### config.mk
export PLATFORM = sky130hd
export DESIGN_NAME = rpl_div
export DESIGN_NICKNAME = d
export VERILOG_FILES = /design/src/sv/rpl_pkg.sv /design/src/sv/rpl_div.sv
export SDC_FILE = /design/constraint.sdc
export NUM_CORES = 1
export LEC_CHECK = 0
export BUFFER_PORTS_ARGS = -buffer_cell sky130_fd_sc_hd__buf_2
export CORE_ASPECT_RATIO = 0.7
export CORE_MARGIN = 5
export CORE_UTILIZATION = 54
export CTS_CLUSTER_DIAMETER = 50
export DETAILED_ROUTE_END_ITERATION = 6
export PLACE_DENSITY = 0.75
export SYNTH_ARGS = -nofsm -noshare
export SYNTH_HDL_FRONTEND = slang
export SYNTH_SLANG_ARGS = --single-unit
### constraint.sdc
create_clock -name i_clk -period 3.3 [get_ports i_clk]
set_clock_uncertainty 0.15 [all_clocks]
set_input_delay 0.33 -clock i_clk [delete_from_list [all_inputs] [get_ports i_clk]]
set_output_delay 0.33 -clock i_clk [all_outputs]
set_load 0.02 [all_outputs]
### src/sv/rpl_pkg.sv
// Shared types and codes for the paged-memory replacement block.
// Holds the command/result payload structs and the default parameter values.
// No dependencies.
package rpl_pkg;

    // Default sizing
    localparam int MAX_PROCESSES_DEF = 16;
    localparam int TABLE_PAGES_DEF   = 1024;
    localparam int STAMP_WIDTH_DEF   = 32;

    // Fixed field widths
    localparam int LOC_W = 20;
    localparam int PSZ_W = 10;
    localparam int CFG_W = 11;

    // Operation codes
    localparam logic OP_ADD    = 1'b0;
    localparam logic OP_ACCESS = 1'b1;

    // Result status codes
    localparam logic [2:0] ST_HIT   = 3'd0;
    localparam logic [2:0] ST_FAULT = 3'd1;
    localparam logic [2:0] ST_ADDED = 3'd2;
    localparam logic [2:0] ST_RANGE = 3'd3;
    localparam logic [2:0] ST_FULL  = 3'd4;

    // Replacement policies (code three acts as LRU)
    localparam logic [1:0] POL_CLOCK = 2'd0;
    localparam logic [1:0] POL_FIFO  = 2'd1;
    localparam logic [1:0] POL_LRU   = 2'd2;

    // Configuration register indexes
    localparam logic [1:0] REG_POLICY    = 2'd0;
    localparam logic [1:0] REG_PREPAGING = 2'd1;
    localparam logic [1:0] REG_PAGE_SIZE = 2'd2;
    localparam logic [1:0] REG_INIT_RES  = 2'd3;

    typedef struct packed {
        logic        op;
        logic [3:0]  process_id;
        logic [10:0] page_count;
        logic [19:0] location;
    } t_cmd;

    typedef struct packed {
        logic [2:0]  status;
        logic [9:0]  page;
        logic [3:0]  new_process;
        logic [9:0]  victim;
        logic        prefetch_done;
        logic [9:0]  prefetch_page;
        logic [9:0]  prefetch_victim;
        logic [31:0] fault_count;
        logic        stamp_overflow;
    } t_res;

endpackage

### src/sv/rpl_div.sv
// Restoring divider, one quotient bit per cycle: location offset by page size.
// Depends on rpl_pkg for field widths.
module rpl_div (
    input  logic                    i_clk,
    input  logic                    i_rst_n,
    input  logic                    i_start,
    input  logic [rpl_pkg::LOC_W-1:0] i_dividend,
    input  logic [rpl_pkg::PSZ_W-1:0] i_divisor,
    output logic                    o_done,
    output logic [rpl_pkg::LOC_W-1:0] o_quot
);
    localparam int QW = rpl_pkg::LOC_W;
    localparam int DW = rpl_pkg::PSZ_W;
    localparam int KW = $clog2(QW + 1);

    logic          r_busy;
    logic          r_done;
    logic [KW-1:0] r_k;
    logic [QW-1:0] r_q;
    logic [DW:0]   r_rem;
    logic [DW-1:0] r_div;
    logic [DW:0]   n_sh;

    // shifted partial remainder
    assign n_sh = {r_rem[DW-1:0], r_q[QW-1]};

    always_ff @(posedge i_clk) begin
        if (!i_rst_n) begin
            r_busy <= 1'b0;
            r_done <= 1'b0;
        end else begin
            r_done <= 1'b0;
            if (i_start) begin
                r_busy <= 1'b1;
                r_k    <= '0;
                r_q    <= i_dividend;
                r_rem  <= '0;
                r_div  <= i_divisor;
            end else if (r_busy) begin
                if (n_sh >= {1'b0, r_div}) begin
                    r_rem <= n_sh - {1'b0, r_div};
                    r_q   <= {r_q[QW-2:0], 1'b1};
                end else begin
                    r_rem <= n_sh;
                    r_q   <= {r_q[QW-2:0], 1'b0};
                end
                r_k <= r_k + 1'b1;
                if (r_k == KW'(QW - 1)) begin
                    r_busy <= 1'b0;
                    r_done <= 1'b1;
                end
            end
        end
    end

    assign o_done = r_done;
    assign o_quot = r_q;

endmodule

==> flow_metrics.tcl, run 1 <==
set metrics [dict create \
    status "finished clean" \
    post-route-period-util_pct 81.0 \
    place.gp.congestion 0.917 \
    drive_above_1_share_pct 37.4 \
    peakVddDrop_v 0.000272 \
    cts_resized 0 \
    post_cts_buffers 0 \
    insertion_delay_ps 300 \
    overflow 0 \
    final_common_cell "buf_2" \
    dieArea_mm2 0.00622 \
    cts_root_buf "clkbuf_8" \
    dpl_worst_slack_ps 667 \
    vias_per_cell 5.58 \
    htreeDepth 2 \
    finalHoldViolations 0 \
    wl_mm 5.30 \
    synth_nets 246 \
    postRouteAntennaNets 0 \
    first_pass_iters 4 \
    setup_ws_ps 627 \
    die_h_um 67.5 \
    core_mm2 0.00445 \
    slew_violations 0 \
    nNetsFinal 301 \
    antenna_found_initial 0 \
    wl_per_cell_um 17.0 \
    dpl.hpwl_mm 3.97 \
    final_cell_area_mm2 0.00299 \
    end_kind "flop" \
    core.rowCount 20 \
    yosysSeqAreaShare_pct 54.5 \
    critPathMaxFanout 6 \
    via_count 1740 \
    ys_warn_count 0 \
    clkSinkCount 47 \
    max_freq_mhz 374 \
    setup_tns_ps 0 \
    hold_buffers 0 \
    port_buffers 53 \
    synth_area_leaders "edfxtp_1 (53%), mux2_2 (8.8%), ha_1 (5.4%)" \
    start_kind "flop" \
    slew_headroom_pct 62.0 \
    cts_tree "done" \
    p_leak_nw 1.22 \
    synth_area_per_cell_um2 12.7 \
    grt_pass1_wl_mm 8.59 \
    start_util_pct 57.3 \
    synth_edf_count 45 \
    clockBufferDepth 2 \
    synth-seq-cells 47 \
    grt_pass1_vias 1671 \
    ys_types 49 \
    layout_min_cycle_time_ps 2670 \
    powerDensity_mw_per_mm2 507 \
    netlist_area_mm2 0.00255 \
    pin_count 54 \
    drc 0 \
    place_inst 304 \
    yosysTopAreaCellShare_pct 52.9 \
    cp.arrival_ps 2580 \
    tightest_slew_ps 569 \
    hold_path_class "in -> reg" \
    synthArstFlopShare_pct 0 \
    numCtsBuffers 5 \
    diodes 0 \
    final-setup-viol-count 0 \
    area_delta_synth_final_pct 17.1 \
    cts.clk_slew.worst_paths_ps 90 \
    grt_usage_pct 18.1 \
    synth_top_flop_cell "edfxtp_1" \
    grt_max_degree 37 \
    post_dp_cell_area_mm2 0.00288 \
    drtIter0Drc 272 \
    die_x_um 92.2 \
    max-cap-violations 0 \
    holdWs_ps 46.3 \
    final_cell_mix "buf_2 (53), edfxtp_1 (45), mux2_2 (20)" \
    crit_type "reg -> reg" \
    worstPathRequired_ps 3210 \
    syn_inst 201 \
    synth_top_cell_by_area "edfxtp_1" \
    stdcell_count 312 \
    grt_setup_unrepaired "false" \
]
layer usage:
metal | global-route usage (%) | vias to the layer above | wire length (µm) | share of wire, %
met3 | 4.01 | 2 | 455 | 8.6
met2 | 23.6 | 71 | 2130 | 40
li1 | - | 870 | - | -
met5 | 0 | - | 0 | 0
met1 | 29.2 | 797 | 2690 | 51
met4 | 5.56 | 0 | 20 | 0.38
worst paths after layout:
path	startpoint	end	slack (ps)	cells after the start
setup / recovery	r_rem[0]	r_rem[0]	630	6
setup reg to reg	r_rem[0]	r_rem[0]	630	6
hold / removal	i_divisor[7]	r_div[7]	50	1
hold reg to reg	r_busy	o_done	300	2
area by class of cell:
type | count | area (µm²)
clock buffers | 5 | 68.8
multi-input cells | 134 | 1090
repair buffers | 55 | 280
flip-flops and latches | 47 | 1390
well taps | 55 | 68.8
fillers | 360 | 1470
clock inverters | 3 | 43.8
inverters | 13 | 48.8
power by group:
part | total [mW] | internal, mW | switching (mW)
clock network | 0.421 | 0.226 | 0.195
registers | 0.734 | 0.712 | 0.0220
logic | 0.359 | 0.153 | 0.206
through the flow:
step	util [%]	total power, mW
after floorplan	-	1.00
after global placement	64.6	1.10
after detailed placement	64.6	1.10
after CTS	67.1	1.52
after global routing	67.1	1.60
final	67.1	1.51
cell usage after synthesis, types with 2 or more instances:
library cell  count
o21ai_1           2
nand2b_1          2
nand2_1          11
a2111oi_0         3
o21ai_0           3
clkbuf_1          5
mux2i_1           4
o21a_1            4
mux2_4            2
nor2b_1           4
nand3_1           6
dfxtp_1           2
xnor2_1           2
a21oi_1           5
edfxtp_1         45
mux2_2           20
a211oi_1          5
nor3_1            7
nor2_1           12
inv_1            13
and2_1            2
ha_1             11
xor2_1            4
buf_1             2
cell families after synthesis:
kind of cell	share of synthesized area, %
XOR/XNOR	2.06
AO/OA/AOI/OAI	12.0
flip-flops	54.5
multiplexers	11.6
AND/OR/NAND/NOR	10.7
adder cells (fa/ha/maj)	6.18
buffers and inverters	2.94
critical path, stage by stage (launching register included):
cell and delay (ps):
edfxtp_1 460, ha_1 340, nor2b_1 170, o2111ai_2 270
nand3b_4 160, a211oi_4 530, mux2_4 350
registers in the layout (all words and copies together) (netlist names):
name / count
o_quot: 20
r_rem: 10
r_div: 10
r_busy: 1
o_done: 1
r_k: 5
Note: power is estimated with default switching activity, not from simulation.
==> run 2, diff against run 1 <==
==> constraint.sdc (replaced) <==
create_clock -name i_clk -period 2.75 [get_ports i_clk]
set_clock_uncertainty 0.15 [all_clocks]
set_input_delay 0.275 -clock i_clk [delete_from_list [all_inputs] [get_ports i_clk]]
set_output_delay 0.275 -clock i_clk [all_outputs]
set_load 0.02 [all_outputs]
==> run 2 against run 1 <==
Sequential power increased by 20%. Power is 21% higher. Clock power is 19% higher. Critical endpoint is now r_rem[8]. Largest cell class unchanged. Largest power group unchanged.
==> flow_metrics.tcl, run 2 (synthesis results as in run 1) <==
set metrics [dict create \
    critPathTopFamily "compound AO/OA/AOI/OAI gates" \
    cts.clk_slew.worst_paths_ps 80 \
    dieArea_mm2 0.00622 \
    start_kind "flop" \
    final_common_cell "buf_2" \
    die_x_um 92.2 \
    use_met3_pct 5.23 \
    wl_per_cell_um 16.7 \
    antenna_found_initial 0 \
    postRouteAntennaNets 0 \
    diodes 0 \
    use_met2_pct 27.0 \
    grt_usage_pct 18.4 \
    intPower_mw 1.32 \
    peakVddDrop_v 0.000501 \
    place.gp.congestion 0.898 \
    port_buffers 53 \
    crit_slowest_cell "fa_1" \
    place_inst 306 \
    max-cap-violations 0 \
    critPathBufInv 2 \
    post_dp_cell_area_mm2 0.00290 \
    drtIter0Drc 207 \
    post_cts_buffers 0 \
    hold_buffers 6 \
    clkSinkCount 47 \
    start_util_pct 57.3 \
    grt_setup_unrepaired "false" \
    grt_max_degree 30 \
    post-route-period-util_pct 94.8 \
    final_cell_area_mm2 0.00310 \
    multi_input_area_mm2 0.00109 \
    max_stage_delay_ps 450 \
    grt_pass1_wl_mm 8.93 \
    hold_depth 1 \
    via_count 1795 \
    critPathMaxFanout 4 \
    worstPathRequired_ps 2630 \
    core.rowCount 20 \
    final_cell_mix "buf_2 (53), edfxtp_1 (45), mux2_2 (20)" \
    finalHoldViolations 0 \
    ff_latch_area_mm2 0.00139 \
    p_leak_nw 1.27 \
    layout_min_cycle_time_ps 2610 \
    final-setup-viol-count 0 \
    dpl.hpwl_mm 3.95 \
    cp.arrival_ps 2480 \
    setup_tns_ps 0 \
    use_met1_pct 27.9 \
    status "finished clean" \
    path_cells "inv_1 -> ha_1 -> inv_1 -> fa_1 -> a211oi_1 -> nor2_1 -> o31ai_1 -> xor2_1 -> a211oi_1" \
    cts_resized 0 \
    crit_type "reg -> reg" \
    drive_above_1_share_pct 36.7 \
    tightest_slew_ps 581 \
    cts_root_buf "clkbuf_8" \
    core_mm2 0.00445 \
    switching_share_pct 27.6 \
    seqPwrFrac_pct 48.2 \
    max_freq_mhz 384 \
    vias_per_cell 5.57 \
    first_pass_iters 4 \
    wl_mm 5.37 \
    grt_busiest_layer "met1" \
    clkPwrFrac_pct 27.5 \
    grt_pass1_vias 1791 \
    cp_num_cells 9 \
    numCtsBuffers 5 \
    slew_headroom_pct 61.3 \
    drc 0 \
    end_kind "flop" \
    n_fill_cell 327 \
    clockBufferDepth 2 \
    insertion_delay_ps 290 \
    slew_violations 0 \
    pin_count 54 \
    die_h_um 67.5 \
    p_comb_share_pct 24.3 \
    area_delta_synth_final_pct 21.3 \
    stdcell_count 322 \
    cts_tree "done" \
    largest_reg_flops 20 \
    switchingPower_uw 506 \
    hold_path_class "in -> reg" \
    overflow 0 \
    htreeDepth 2 \
    powerDensity_mw_per_mm2 591 \
    r2r_cells 9 \
    nNetsFinal 311 \
]
## run 2: path summary, 6_finish.rpt
kind | slack, ps | to | startpoint
worst max-delay path | 140 | r_rem[8] | o_quot[19]
worst min-delay path | 9 | r_div[2] | i_divisor[2]
worst max register to register | 140 | r_rem[8] | o_quot[19]
worst min register to register | 310 | o_done | r_busy
## run 2: worst reg2reg max path, delay by kind of cell (launching register included)
kind	cells	cell delay, ps
XOR/XNOR	1	230
AO/OA/AOI/OAI	3	680
buffers and inverters	2	150
flip-flops	1	380
adder cells (fa/ha/maj)	2	630
AND/OR/NAND/NOR	1	130
## run 2: metrics by stage
stage | power (mW) | setup slack (ps) | util (%) | hold WS (ps)
6_report | 1.83 | 143 | 69.5 | 9.38
3_3_place_gp | 1.32 | 221 | 65.2 | 281
4_1_cts | 1.84 | 169 | 69.0 | 3.36
5_1_grt | 1.92 | 41.2 | 69.5 | 1.00
3_5_place_dp | 1.33 | 214 | 65.2 | 298
2_1_floorplan | 1.20 | 293 | - | 224
## run 2: metal layers
metal  up-vias  part of all wire [%]
met5         -                     0
li1        892                     -
met4         0                  0.22
met2        73                    43
met1       828                    48
met3         2                   8.6
## run 2: layout make-up
cell class                 instances  share of cell area (%)
sequential                        47                    44.9
multi-input combinational        134                    35.1
tap                               55                    2.22
inverter                          13                    1.58
clock inverter                     3                    1.41
clock buffer                       5                    2.22
timing repair buffer              65                    12.5
## run 2: power groups by stage
stage	logic (mW)	clock network, mW	registers (mW)
floorplan	0.288	0	0.916
global placement	0.427	0	0.896
detailed placement	0.430	0	0.898
CTS	0.441	0.514	0.883
global route	0.489	0.543	0.890
finish	0.445	0.503	0.883
